--- src/hdl/fdt_pkg.sv ---
// Shared types, codes and constants for the structure block token parser.
package fdt_pkg;

   localparam int OFFSET_WIDTH_DEFAULT = 24;
   localparam int CSR_WIDTH            = 24;
   localparam int WORD_WIDTH           = 32;
   localparam int DOFS_WIDTH           = 24;
   localparam logic [CSR_WIDTH-1:0] STRUCT_BYTES_RESET = '1;

   localparam logic [WORD_WIDTH-1:0] TOK_BEGIN_NODE = 32'd1;
   localparam logic [WORD_WIDTH-1:0] TOK_END_NODE   = 32'd2;
   localparam logic [WORD_WIDTH-1:0] TOK_PROP       = 32'd3;
   localparam logic [WORD_WIDTH-1:0] TOK_NOP        = 32'd4;
   localparam logic [WORD_WIDTH-1:0] TOK_END        = 32'd9;

   typedef enum logic [2:0] {
      KIND_BEGIN   = 3'd0,
      KIND_ENDNODE = 3'd1,
      KIND_PROP    = 3'd2,
      KIND_NOP     = 3'd3,
      KIND_END     = 3'd4,
      KIND_ERR     = 3'd5
   } token_kind_type;

   typedef enum logic [2:0] {
      PH_TOKEN   = 3'd0,
      PH_NAME    = 3'd1,
      PH_PLEN    = 3'd2,
      PH_NAMEOFF = 3'd3,
      PH_SKIP    = 3'd4
   } phase_type;

   typedef struct packed {
      logic [WORD_WIDTH-1:0] word;
      logic                  first;
   } item_type;

   typedef struct packed {
      token_kind_type        token_kind;
      logic [WORD_WIDTH-1:0] name_ref;
      logic [WORD_WIDTH-1:0] data_len;
      logic [DOFS_WIDTH-1:0] data_offset;
   } result_type;

   typedef struct packed {
      logic load;
      logic has_result;
   } out_ctl_type;

endpackage

--- src/hdl/fdt_if.sv ---
// Valid/ready channel interfaces for structure words and parse results.
interface fdt_req_if;
   logic        valid;
   logic        ready;
   logic [31:0] word;
   logic        first;

   modport source (output valid, output word, output first, input ready);
   modport sink   (input valid, input word, input first, output ready);
endinterface

interface fdt_rsp_if;
   logic        valid;
   logic        ready;
   logic [2:0]  token_kind;
   logic [31:0] name_ref;
   logic [31:0] data_len;
   logic [23:0] data_offset;

   modport source (output valid, output token_kind, output name_ref, output data_len,
                   output data_offset, input ready);
   modport sink   (input valid, input token_kind, input name_ref, input data_len,
                   input data_offset, output ready);
endinterface

--- src/hdl/fdt_in_reg.sv ---
// Input register stage: holds one accepted structure word.
module fdt_in_reg (
   input  logic             clock,
   input  logic             reset,
   fdt_req_if.sink          req_ch,
   input  logic             can_take,
   output logic             issue,
   output fdt_pkg::item_type item
);
   import fdt_pkg::*;

   logic     valid_ff;
   logic     valid_in;
   item_type item_ff;

   assign issue        = valid_ff && can_take;
   assign req_ch.ready = !valid_ff || can_take;
   assign item         = item_ff;

   always_comb begin
      valid_in = valid_ff;
      if (req_ch.ready) begin
         valid_in = req_ch.valid;
      end
   end

   always_ff @(posedge clock) begin
      if (reset) begin
         valid_ff <= 1'b0;
      end else begin
         valid_ff <= valid_in;
      end
   end

   always_ff @(posedge clock) begin
      if (req_ch.valid && req_ch.ready) begin
         item_ff <= '{word: req_ch.word, first: req_ch.first};
      end
   end

endmodule

--- src/hdl/fdt_parse_core.sv ---
// Token parse state machine, offset tracking and result formation.
module fdt_parse_core #(
   parameter int OFFSET_WIDTH = fdt_pkg::OFFSET_WIDTH_DEFAULT
) (
   input  logic                            clock,
   input  logic                            reset,
   input  logic                            csr_write_enable,
   input  logic [fdt_pkg::CSR_WIDTH-1:0]   csr_write_data,
   input  logic                            issue,
   input  fdt_pkg::item_type               item,
   output fdt_pkg::out_ctl_type            out_ctl,
   output fdt_pkg::result_type             result
);
   import fdt_pkg::*;

   localparam int CW = (OFFSET_WIDTH > CSR_WIDTH) ? OFFSET_WIDTH : CSR_WIDTH;

   logic [CSR_WIDTH-1:0]    struct_bytes_ff;
   phase_type               phase_ff, phase_in;
   logic [OFFSET_WIDTH-1:0] byte_offset_ff, byte_offset_in;
   logic [OFFSET_WIDTH-1:0] name_start_ff, name_start_in;
   logic [OFFSET_WIDTH-1:0] name_length_ff, name_length_in;
   logic [WORD_WIDTH-1:0]   prop_length_ff, prop_length_in;
   logic [CSR_WIDTH-1:0]    skip_words_ff, skip_words_in;
   logic                    halted_ff, halted_in;

   logic [OFFSET_WIDTH-1:0] cur_offset;
   phase_type               cur_phase;
   logic                    cur_halted;
   logic                    work;
   logic [OFFSET_WIDTH-1:0] offset_next;
   logic [CW-1:0]           offset_ext;
   logic [CW-1:0]           offset_next_ext;
   logic [3:0]              byte_zero;
   logic                    name_done;
   logic [1:0]              zero_idx;
   logic [OFFSET_WIDTH-1:0] name_len_end;
   logic [WORD_WIDTH-2:0]   prop_words;
   logic [CSR_WIDTH-1:0]    skip_sat;
   logic [CSR_WIDTH-1:0]    skip_dec;
   logic                    emit;

   assign cur_offset      = item.first ? '0 : byte_offset_ff;
   assign cur_phase       = item.first ? PH_TOKEN : phase_ff;
   assign cur_halted      = item.first ? 1'b0 : halted_ff;
   assign offset_ext      = CW'(cur_offset);
   assign work            = !cur_halted && (offset_ext < CW'(struct_bytes_ff));
   assign offset_next     = cur_offset + OFFSET_WIDTH'(4);
   assign offset_next_ext = CW'(offset_next);

   always_comb begin
      for (int i = 0; i < 4; i++) begin
         byte_zero[i] = (item.word[31-8*i -: 8] == 8'h00);
      end
   end

   always_comb begin
      name_done = 1'b1;
      zero_idx  = 2'd0;
      if (byte_zero[0]) begin
         zero_idx = 2'd0;
      end else if (byte_zero[1]) begin
         zero_idx = 2'd1;
      end else if (byte_zero[2]) begin
         zero_idx = 2'd2;
      end else if (byte_zero[3]) begin
         zero_idx = 2'd3;
      end else begin
         name_done = 1'b0;
      end
   end

   assign name_len_end = name_length_ff + OFFSET_WIDTH'(zero_idx);
   assign prop_words   = prop_length_ff[WORD_WIDTH-1:2]
                         + (WORD_WIDTH-1)'(|prop_length_ff[1:0]);
   assign skip_sat     = (prop_words > (WORD_WIDTH-1)'(struct_bytes_ff))
                         ? struct_bytes_ff : prop_words[CSR_WIDTH-1:0];
   assign skip_dec     = (skip_words_ff != '0) ? skip_words_ff - CSR_WIDTH'(1) : '0;

   // next phase
   always_comb begin
      phase_in = cur_phase;
      if (work) begin
         case (cur_phase)
            PH_NAME: begin
               phase_in = name_done ? PH_TOKEN : PH_NAME;
            end
            PH_PLEN: begin
               phase_in = PH_NAMEOFF;
            end
            PH_NAMEOFF: begin
               phase_in = (skip_sat != '0) ? PH_SKIP : PH_TOKEN;
            end
            PH_SKIP: begin
               phase_in = (skip_dec == '0) ? PH_TOKEN : PH_SKIP;
            end
            default: begin
               if (item.word == TOK_BEGIN_NODE) begin
                  phase_in = PH_NAME;
               end else if (item.word == TOK_PROP) begin
                  phase_in = PH_PLEN;
               end else begin
                  phase_in = PH_TOKEN;
               end
            end
         endcase
      end
   end

   // datapath and result
   always_comb begin
      byte_offset_in = work ? offset_next : cur_offset;
      name_start_in  = name_start_ff;
      name_length_in = name_length_ff;
      prop_length_in = prop_length_ff;
      skip_words_in  = skip_words_ff;
      halted_in      = cur_halted;
      emit           = 1'b0;
      result         = '{token_kind: KIND_NOP, name_ref: '0, data_len: '0, data_offset: '0};
      if (work) begin
         case (cur_phase)
            PH_NAME: begin
               if (name_done) begin
                  name_length_in    = name_len_end;
                  emit              = 1'b1;
                  result.token_kind = KIND_BEGIN;
                  result.name_ref   = WORD_WIDTH'(name_start_ff);
                  result.data_len   = WORD_WIDTH'(name_len_end);
               end else begin
                  name_length_in = name_length_ff + OFFSET_WIDTH'(4);
               end
            end
            PH_PLEN: begin
               prop_length_in = item.word;
            end
            PH_NAMEOFF: begin
               emit               = 1'b1;
               result.token_kind  = KIND_PROP;
               result.name_ref    = item.word;
               result.data_len    = prop_length_ff;
               result.data_offset = offset_next_ext[DOFS_WIDTH-1:0];
               skip_words_in      = skip_sat;
            end
            PH_SKIP: begin
               skip_words_in = skip_dec;
            end
            default: begin
               if (item.word == TOK_BEGIN_NODE) begin
                  name_start_in  = offset_next;
                  name_length_in = '0;
               end else if (item.word == TOK_END_NODE) begin
                  emit              = 1'b1;
                  result.token_kind = KIND_ENDNODE;
               end else if (item.word == TOK_PROP) begin
                  emit = 1'b0;
               end else if (item.word == TOK_NOP) begin
                  emit              = 1'b1;
                  result.token_kind = KIND_NOP;
               end else if (item.word == TOK_END) begin
                  emit              = 1'b1;
                  result.token_kind = KIND_END;
               end else begin
                  emit              = 1'b1;
                  result.token_kind = KIND_ERR;
                  halted_in         = 1'b1;
               end
            end
         endcase
      end
   end

   assign out_ctl = '{load: issue, has_result: emit};

   always_ff @(posedge clock) begin
      if (reset) begin
         struct_bytes_ff <= STRUCT_BYTES_RESET;
      end else if (csr_write_enable) begin
         struct_bytes_ff <= csr_write_data;
      end
   end

   always_ff @(posedge clock) begin
      if (reset) begin
         phase_ff       <= PH_TOKEN;
         byte_offset_ff <= '0;
         name_start_ff  <= '0;
         name_length_ff <= '0;
         prop_length_ff <= '0;
         skip_words_ff  <= '0;
         halted_ff      <= 1'b0;
      end else if (issue) begin
         phase_ff       <= phase_in;
         byte_offset_ff <= byte_offset_in;
         name_start_ff  <= name_start_in;
         name_length_ff <= name_length_in;
         prop_length_ff <= prop_length_in;
         skip_words_ff  <= skip_words_in;
         halted_ff      <= halted_in;
      end
   end

   a_halt_silent: assert property (@(posedge clock) disable iff (reset)
      (issue && halted_ff && !item.first) |-> !emit)
      else $error("halted parser produced a result");

   a_err_halts: assert property (@(posedge clock) disable iff (reset)
      (issue && emit && result.token_kind == KIND_ERR) |=> halted_ff)
      else $error("unknown token did not halt the parser");

   a_skip_count: assert property (@(posedge clock) disable iff (reset)
      (phase_ff == PH_SKIP) |-> (skip_words_ff != '0))
      else $error("skip phase with empty skip count");

   a_offset_aligned: assert property (@(posedge clock) disable iff (reset)
      byte_offset_ff[1:0] == 2'b00)
      else $error("byte offset lost word alignment");

endmodule

--- src/hdl/fdt_out_reg.sv ---
// Result register stage: holds one result until the receiver takes it.
module fdt_out_reg (
   input  logic                 clock,
   input  logic                 reset,
   input  fdt_pkg::out_ctl_type out_ctl,
   input  fdt_pkg::result_type  result,
   output logic                 can_take,
   fdt_rsp_if.source            rsp_ch
);
   import fdt_pkg::*;

   logic       valid_ff;
   logic       valid_in;
   result_type result_ff;

   assign can_take           = !valid_ff || rsp_ch.ready;
   assign rsp_ch.valid       = valid_ff;
   assign rsp_ch.token_kind  = result_ff.token_kind;
   assign rsp_ch.name_ref    = result_ff.name_ref;
   assign rsp_ch.data_len    = result_ff.data_len;
   assign rsp_ch.data_offset = result_ff.data_offset;

   always_comb begin
      valid_in = valid_ff;
      if (out_ctl.load) begin
         valid_in = out_ctl.has_result;
      end else if (rsp_ch.ready) begin
         valid_in = 1'b0;
      end
   end

   always_ff @(posedge clock) begin
      if (reset) begin
         valid_ff <= 1'b0;
      end else begin
         valid_ff <= valid_in;
      end
   end

   always_ff @(posedge clock) begin
      if (out_ctl.load && out_ctl.has_result) begin
         result_ff <= result;
      end
   end

endmodule

--- src/hdl/fdt_struct_token_parser.sv ---
// Top level of the device tree structure block token parser.
//
// req_ch carries one 32-bit big-endian structure word per transfer, with
// first marking the block's first word (restarts offset, phase and halt).
// rsp_ch carries at most one token result per word: kind, name reference,
// length and data offset. csr_write_enable/csr_write_data set the structure
// size in bytes; words at or past it are dropped silently.
//
// Throughput is one word per cycle while the receiver takes results. A word
// transferred into the input register is decoded there, and its result is
// loaded into the result register when that word issues. The loop through
// the phase and offset registers sets that rate.
//
// Reset clears both stages, parse state returns to expect-token at offset 0
// and the size register goes to all ones. When the receiver stalls, the
// result register holds its transfer and the input register still takes one
// more word; after that req_ch.ready drops until rsp_ch.ready returns.
module fdt_struct_token_parser #(
   parameter int OFFSET_WIDTH = fdt_pkg::OFFSET_WIDTH_DEFAULT
) (
   input  logic                          clock,
   input  logic                          reset,
   fdt_req_if.sink                       req_ch,
   fdt_rsp_if.source                     rsp_ch,
   input  logic                          csr_write_enable,
   input  logic [fdt_pkg::CSR_WIDTH-1:0] csr_write_data
);
   import fdt_pkg::*;

   logic        can_take;
   logic        issue;
   item_type    item;
   out_ctl_type out_ctl;
   result_type  result;

   fdt_in_reg u_in_reg (
      .clock    (clock),
      .reset    (reset),
      .req_ch   (req_ch),
      .can_take (can_take),
      .issue    (issue),
      .item     (item)
   );

   fdt_parse_core #(
      .OFFSET_WIDTH (OFFSET_WIDTH)
   ) u_parse_core (
      .clock            (clock),
      .reset            (reset),
      .csr_write_enable (csr_write_enable),
      .csr_write_data   (csr_write_data),
      .issue            (issue),
      .item             (item),
      .out_ctl          (out_ctl),
      .result           (result)
   );

   fdt_out_reg u_out_reg (
      .clock    (clock),
      .reset    (reset),
      .out_ctl  (out_ctl),
      .result   (result),
      .can_take (can_take),
      .rsp_ch   (rsp_ch)
   );

endmodule
--- src/flat_wrapper.sv ---
// flat-port wrapper written by rule: the top's interface ports become plain ports
module fdt_struct_token_parser_flat import fdt_pkg::*;
#(
   parameter int OFFSET_WIDTH = fdt_pkg::OFFSET_WIDTH_DEFAULT
)
  (clock, reset, csr_write_enable, csr_write_data, req_ch_valid, req_ch_word, req_ch_first, req_ch_ready, rsp_ch_valid, rsp_ch_token_kind, rsp_ch_name_ref, rsp_ch_data_len, rsp_ch_data_offset, rsp_ch_ready);
  fdt_req_if req_ch_i ();
  fdt_rsp_if rsp_ch_i ();
  input  logic clock;
  input  logic reset;
  input  logic csr_write_enable;
  input  logic [fdt_pkg::CSR_WIDTH-1:0] csr_write_data;
  input wire logic [$bits(req_ch_i.valid)-1:0] req_ch_valid;
  input wire logic [$bits(req_ch_i.word)-1:0] req_ch_word;
  input wire logic [$bits(req_ch_i.first)-1:0] req_ch_first;
  output wire logic [$bits(req_ch_i.ready)-1:0] req_ch_ready;
  output wire logic [$bits(rsp_ch_i.valid)-1:0] rsp_ch_valid;
  output wire logic [$bits(rsp_ch_i.token_kind)-1:0] rsp_ch_token_kind;
  output wire logic [$bits(rsp_ch_i.name_ref)-1:0] rsp_ch_name_ref;
  output wire logic [$bits(rsp_ch_i.data_len)-1:0] rsp_ch_data_len;
  output wire logic [$bits(rsp_ch_i.data_offset)-1:0] rsp_ch_data_offset;
  input wire logic [$bits(rsp_ch_i.ready)-1:0] rsp_ch_ready;
  assign req_ch_i.valid = req_ch_valid;
  assign req_ch_i.word = req_ch_word;
  assign req_ch_i.first = req_ch_first;
  assign req_ch_ready = req_ch_i.ready;
  assign rsp_ch_valid = rsp_ch_i.valid;
  assign rsp_ch_token_kind = rsp_ch_i.token_kind;
  assign rsp_ch_name_ref = rsp_ch_i.name_ref;
  assign rsp_ch_data_len = rsp_ch_i.data_len;
  assign rsp_ch_data_offset = rsp_ch_i.data_offset;
  assign rsp_ch_i.ready = rsp_ch_ready;
  fdt_struct_token_parser #(.OFFSET_WIDTH(OFFSET_WIDTH)) u_core (.clock(clock), .reset(reset), .req_ch(req_ch_i), .rsp_ch(rsp_ch_i), .csr_write_enable(csr_write_enable), .csr_write_data(csr_write_data));
endmodule
--- config.mk ---
export PLATFORM = sky130hd
export DESIGN_NAME = fdt_struct_token_parser_flat
export DESIGN_NICKNAME = d
export VERILOG_FILES = /design/src/hdl/fdt_pkg.sv /design/src/hdl/fdt_if.sv /design/src/hdl/fdt_in_reg.sv /design/src/hdl/fdt_parse_core.sv /design/src/hdl/fdt_out_reg.sv /design/src/hdl/fdt_struct_token_parser.sv /design/src/flat_wrapper.sv
export SDC_FILE = /design/constraint.sdc
export NUM_CORES = 1
export LEC_CHECK = 0
export BUFFER_PORTS_ARGS = -buffer_cell sky130_fd_sc_hd__buf_2
export CORE_MARGIN = 4
export CORE_UTILIZATION = 55
export CTS_BUF_LIST = sky130_fd_sc_hd__clkbuf_4 sky130_fd_sc_hd__clkbuf_8
export CTS_CLUSTER_DIAMETER = 200
export DETAILED_ROUTE_END_ITERATION = 8
export GPL_ROUTABILITY_DRIVEN = 0
export GPL_TIMING_DRIVEN = 0
export PLACE_DENSITY = 0.75
export SYNTH_ARGS = -nofsm -noshare
export SYNTH_HDL_FRONTEND = slang
export SYNTH_SLANG_ARGS = --single-unit
--- constraint.sdc ---
create_clock -name clock -period 15.2 [get_ports clock]
set_input_delay 0.76 -clock clock [delete_from_list [all_inputs] [get_ports clock]]
set_output_delay 0.76 -clock clock [all_outputs]
set_load 0.02 [all_outputs]
-- After elaboration in Yosys (flattened, before gate mapping)
Cells that the tools add are included.
- output and inout bits: 93
- register bits: 282
- logic and storage cells: 110
- input bits: 62
- mux-type cells: 48
- add/sub/neg operators: 5
- reduce and logical (&&, ||, !) cells: 28
- eq/ne operators: 9
- bitwise logic cells: 2
- magnitude comparators: 2
- operators by type and width (operator ; count):
    two-way mux 24 bit ; 6
    one-hot mux 64 bit (2 select lines) ; 1
    one-hot mux 24 bit (2 select lines) ; 2
    two-way mux 66 bit ; 1
    equality test 32 x 2 -> 1 bit (second input constant) ; 2
    adder 24 x 3 -> 24 bit (second input constant) ; 2
    nonzero test 24 bit ; 2
    equality test 32 x 1 -> 1 bit (second input constant) ; 1
    equality test 32 x 3 -> 1 bit (second input constant) ; 1
    equality test 32 x 4 -> 1 bit (second input constant) ; 1
    logical NOT 8 bit ; 4
    adder 30 x 1 -> 31 bit ; 1
    greater-than comparator 31 x 24 -> 1 bit ; 1
    adder 24 x 2 -> 24 bit ; 1
    logical NOT 24 bit ; 1
    < comparator 24 bit ; 1
    two-way mux 3 bit ; 8
    subtractor 24 x 1 -> 24 bit (second input constant) ; 1
    two-way mux 1 bit ; 21
    two-way mux 2 bit ; 6
    one-hot mux 3 bit (4 select lines) ; 1
    one-hot mux 3 bit (3 select lines) ; 1
    AND reduction 4 bit ; 2
    equality test 3 x 2 -> 1 bit (second input constant) ; 2
    other kinds (13) ; 24

-- Longest topological paths before layout
- depth after elaboration: 9
- gate-level depth with buffers: 19
- gate-level depth less buffers: 16

-- Cells and area by module
A second synthesis with hierarchy kept.
- cells, all modules: 1706
- area total of the unflattened synthesis: 15362.2 sq um
- by module, submodules not included (module ; instances ; area an instance (sq um) ; sequential area each (sq um) ; cells each):
    fdt_parse_core ; 1 ; 11516.0 ; 3123.0 ; 1571
    fdt_out_reg ; 1 ; 2792.7 ; 2752.6 ; 96
    fdt_in_reg ; 1 ; 1053.5 ; 1011.0 ; 39

-- Worst setup path after synthesis
No wires, ideal clock.
- path kind: reg2reg
- start point: register u_core.u_in_reg.item_ff, in the netlist u_core.u_in_reg.item[0]
- end point: register u_core.u_out_reg.result_ff, in the netlist u_core.u_out_reg.rsp_ch.data_len[0], enable pin
- buffers on the path: 5
- library setup time: 445 ps
- path slack: 9711 ps
- clock period less this slack: 5489 ps
- data required time: 14755 ps
- cell stages (with the launch flop): 15
- arrival time: 5045 ps
- path through: edfxtp_1 > clkbuf_1 > buf_1 > clkbuf_1 > clkbuf_1 > nor2b_1 > ha_1 > a21o_1 > a21o_1 > a2111oi_4 > o21bai_2 > nor4_1 > clkbuf_1 > nand2b_1 > inv_1
- longest elaborated chain between the ends: 6
- elaborated cells between the ends (all ways): 14
- classes of those cells: order compare: 1; eq/ne: 4; mux: 5; reduce/logical: 4
- RTL lines (what ; line ; source):
    start, declared ; fdt_in_reg.sv:14 ; item_type item_ff;
    start signal, assigned ; fdt_in_reg.sv:37 ; item_ff <= '{word: req_ch.word, first: req_ch.first};
    branches (longest 4 deep; another with < comparator 24 bit) ; - ;
    two-way mux 1 bit (*) ; fdt_parse_core.sv:120 ; if (work) begin
    logical AND 1 bit (*) ; fdt_out_reg.sv:41 ; if (out_ctl.load && out_ctl.has_result) begin
    end signal, assigned ; fdt_out_reg.sv:42 ; result_ff <= result;
    end, declared ; fdt_out_reg.sv:14 ; result_type result_ff;
Every way passes the cells marked *.
A chain may end at the register's enable or synchronous reset.

-- Final worst setup path
- start point: register u_core.u_in_reg.item_ff, in the netlist u_core.u_in_reg.item[0]
- end point: register u_core.u_out_reg.result_ff, in the netlist u_core.u_out_reg.rsp_ch.data_len[18], data pin
- longest elaborated chain between the ends: 3
- elaborated cells between the ends (all ways): 9
- classes of those cells: order compare: 1; eq/ne: 2; mux: 4; reduce/logical: 2
- RTL lines (what ; line ; source):
    two-way mux 24 bit (tied with other cells) ; fdt_parse_core.sv:43 ; assign cur_offset = item.first ? '0 : byte_offset_ff;
    < comparator 24 bit (tied with other cells) ; fdt_parse_core.sv:47 ; assign work = !cur_halted && (offset_ext < CW'(struct_bytes_ff));
    logical AND 1 bit or one-hot mux 64 bit (2 select lines) (tied branches) ; fdt_parse_core.sv:47, fdt_parse_core.sv:121 ;
Parallel ways exist; a longest one is shown, timed or not.

==> flow_metrics.tcl <==
set metrics [dict create \
    status "completed" \
    post-dp-hpwl_mm 34.9 \
    tritoncts "built" \
    p_leak_uw 0.00652 \
    clock_skew_ps 37.8 \
    grt_pass1_wl_mm 71.8 \
    async_flop_share 0 \
    postSynthAreaPerCell_um2 9.15 \
    htree_levels 2 \
    min_path_type "input pin to flip-flop" \
    drv_slew 0 \
    drc 0 \
    fmax_mhz 156 \
    r2r-start "u_core.u_in_reg.item[0]" \
    cts_resized 0 \
    tns_ps 0 \
    clock-sinks 282 \
    final_antenna_net_count 0 \
    syn_to_final_growth_pct 15.9 \
    worst_slew_pin_slew_ps 1270 \
    start_util 0.561 \
    viasPerCell 6.30 \
    critPathMaxFanout 10 \
    clockBufferDepth 3 \
    via_count 13773 \
    n_antenna_cell 0 \
    drt_iter0_drc 1679 \
    setup_ws_ps 8780 \
    syn-instance-count 1606 \
    synth_ff_type "dfxtp_1" \
    final_nets 1928 \
    clk_root_buffer_cell "clkbuf_8" \
    portBuffers 153 \
    post_cts_buffers 0 \
    cp-start-kind "flip-flop" \
    synth.distinct_cells 67 \
    yosysWarningCount 0 \
    end_kind "flip-flop" \
    synth_area_leaders "edfxtp_1 (25%), dfxtp_1 (22%), a21oi_1 (4.7%), ha_1 (4.6%), nand2_1 (4.6%)" \
    ys_seq_area_frac 0.469 \
    synth_edf_count 124 \
    clk_latency_ps 600 \
    slew_headroom 0.150 \
    finalHoldViolations 0 \
    rsz0062_at_grt "false" \
    drive_gt1_frac 0.156 \
    maxCapViolCount 0 \
    die_area_um2 29400 \
    crit_path_frequent_cell "clkbuf_1" \
    ios 155 \
    die_w_um 171 \
    placement.cell_area_um2 15900 \
    power.density_nw_per_um2 101 \
    crit_type "flip-flop to flip-flop" \
    firstDrtPassIters 8 \
    critPathTopFamily "buffers and inverters" \
    critPathSlowestCell "nor2_1" \
    required_ps 15650 \
    synthesis.nets 1723 \
    ctsHoldBuffers 0 \
    cts_buffers 48 \
    ys_ff_latch 282 \
    rows 59 \
    worstPathArrival_ps 6870 \
    startpoint "u_core.u_in_reg.item[0]" \
    peakVddDrop_mv 0.0775 \
    grt-ovfl-total 0 \
    netlist.area_leader.share 0.253 \
    setup_viol 0 \
    synth_most_common_cell "nand2_1" \
    min-delay-start "req_ch_word[14]" \
    wl_per_cell_um 21.5 \
    min_period_ps 6420 \
    crit_buf_inv 6 \
    die_y_um 171 \
    finalCritPeriodShare 0.422 \
    yosys.area.top_type "edfxtp_1" \
    fp.coreArea_um2 26200 \
    crit_chain "clkbuf_1 > buf_1 > clkbuf_1 > clkbuf_1 > nor2b_1 > ha_1 > a21o_1 > a21o_1 > a2111oi_4 > o21bai_2 > nor3_1 > buf_2 > nand2_1 > nor2_1 > clkbuf_1 > a22o_1" \
    final_area_um2 17000 \
    drt_wl_total_mm 47.0 \
    max_stage_delay_ps 1050 \
    grt_start_max_net_pins 51 \
    synthTopCellsByCount "nand2_1 (180), dfxtp_1 (158), nor2_1 (157)" \
    finalPower_uw 1720 \
    place_ws_ps 8990 \
    antenna_found_initial 0 \
    clk_pin_slew_ps 60 \
    grt_use_total 0.314 \
    hold-worst-slack_ps 336 \
    synth_area_um2 14700 \
    grt_pass1_vias 12990 \
]
-- final timing paths --
path | endpoint | slack [ps] | cells past startpoint
hold reg to reg | u_core.u_parse_core.name_start_ff[8] | 450 | 2
setup / recovery | u_core.u_out_reg.rsp_ch.data_len[18] | 8780 | 16
hold / removal | u_core.u_in_reg.item[15] | 340 | 1
setup reg to reg | u_core.u_out_reg.rsp_ch.data_len[18] | 8780 | 16
-- area by class of cell --
cell class	instances	area (um2)
buffer	97	389
timing repair buffer	155	793
fill	2160	9170
inverter	38	145
multi-input combinational	1189	7290
clock buffer	70	870
sequential	282	6890
clock inverter	20	244
tap	335	419
-- where the power goes --
part / total (uW) / leakage (uW) / switching (uW) / internal [uW]
logic: 115 / 0.00349 / 81.6 / 33.9
registers: 831 / 0.00245 / 16.3 / 814
clock network: 779 / 0.000576 / 322 / 457
total: 1720 / 0.00652 / 420 / 1300
-- routing by layer --
| layer | wire length (um) | GRT usage |
|---|---|---|
| met1 | 18900 | 0.424 |
| met3 | 5480 | 0.0742 |
| met5 | 0 | 0 |
| met4 | 2040 | 0.140 |
| met2 | 20700 | 0.484 |
-- cell usage in the layout, fill, tap and decap left out, types with 24 or more instances in the layout --
| master | instances |
|---|---|
| clkbuf_8 | 55 |
| clkbuf_1 | 77 |
| dfxtp_1 | 158 |
| nand2_1 | 180 |
| o211ai_1 | 28 |
| nor2b_1 | 33 |
| nor2_1 | 157 |
| nand3_1 | 75 |
| xnor2_1 | 49 |
| buf_2 | 166 |
| inv_1 | 36 |
| o21ai_0 | 55 |
| nor4_1 | 31 |
| edfxtp_1 | 124 |
| nor3_1 | 44 |
| a22o_1 | 28 |
| a21oi_1 | 137 |
| or3_1 | 24 |
| nand4_1 | 27 |
| xor2_1 | 31 |
| and2_1 | 29 |
| a22oi_1 | 32 |
| ha_1 | 54 |
-- stage by stage --
| stage | instances | util |
|---|---|---|
| global route | 2186 | 0.650 |
| finish | 2186 | 0.650 |
| global placement | 2094 | 0.606 |
| detailed placement | 2096 | 0.608 |
| CTS | 2186 | 0.650 |
| floorplan | 1606 | - |
-- state kept, by name (all words and copies together) (netlist names), 32 cells and up --
| name | flops |
|---|---|
| u_core.u_out_reg.rsp_ch.name_ref | 32 |
| u_core.u_parse_core.prop_length_ff | 32 |
| u_core.u_out_reg.rsp_ch.data_len | 32 |
| u_core.u_in_reg.item | 33 |
-- cell families (layout without fill, tap and decap cells) --
logic type | count (synthesis) | after routing | synth area share
AOI/OAI and AO/OA | 355 | 355 | 0.157
and+or+nand+nor | 673 | 673 | 0.224
DFF | 282 | 282 | 0.469
muxes | 26 | 26 | 0.0192
adders and majority gates | 55 | 55 | 0.0473
xor gates and xnor gates | 80 | 80 | 0.0477
buffers and inverters | 135 | 380 | 0.0362
Note: power is estimated with default switching activity, not from simulation.
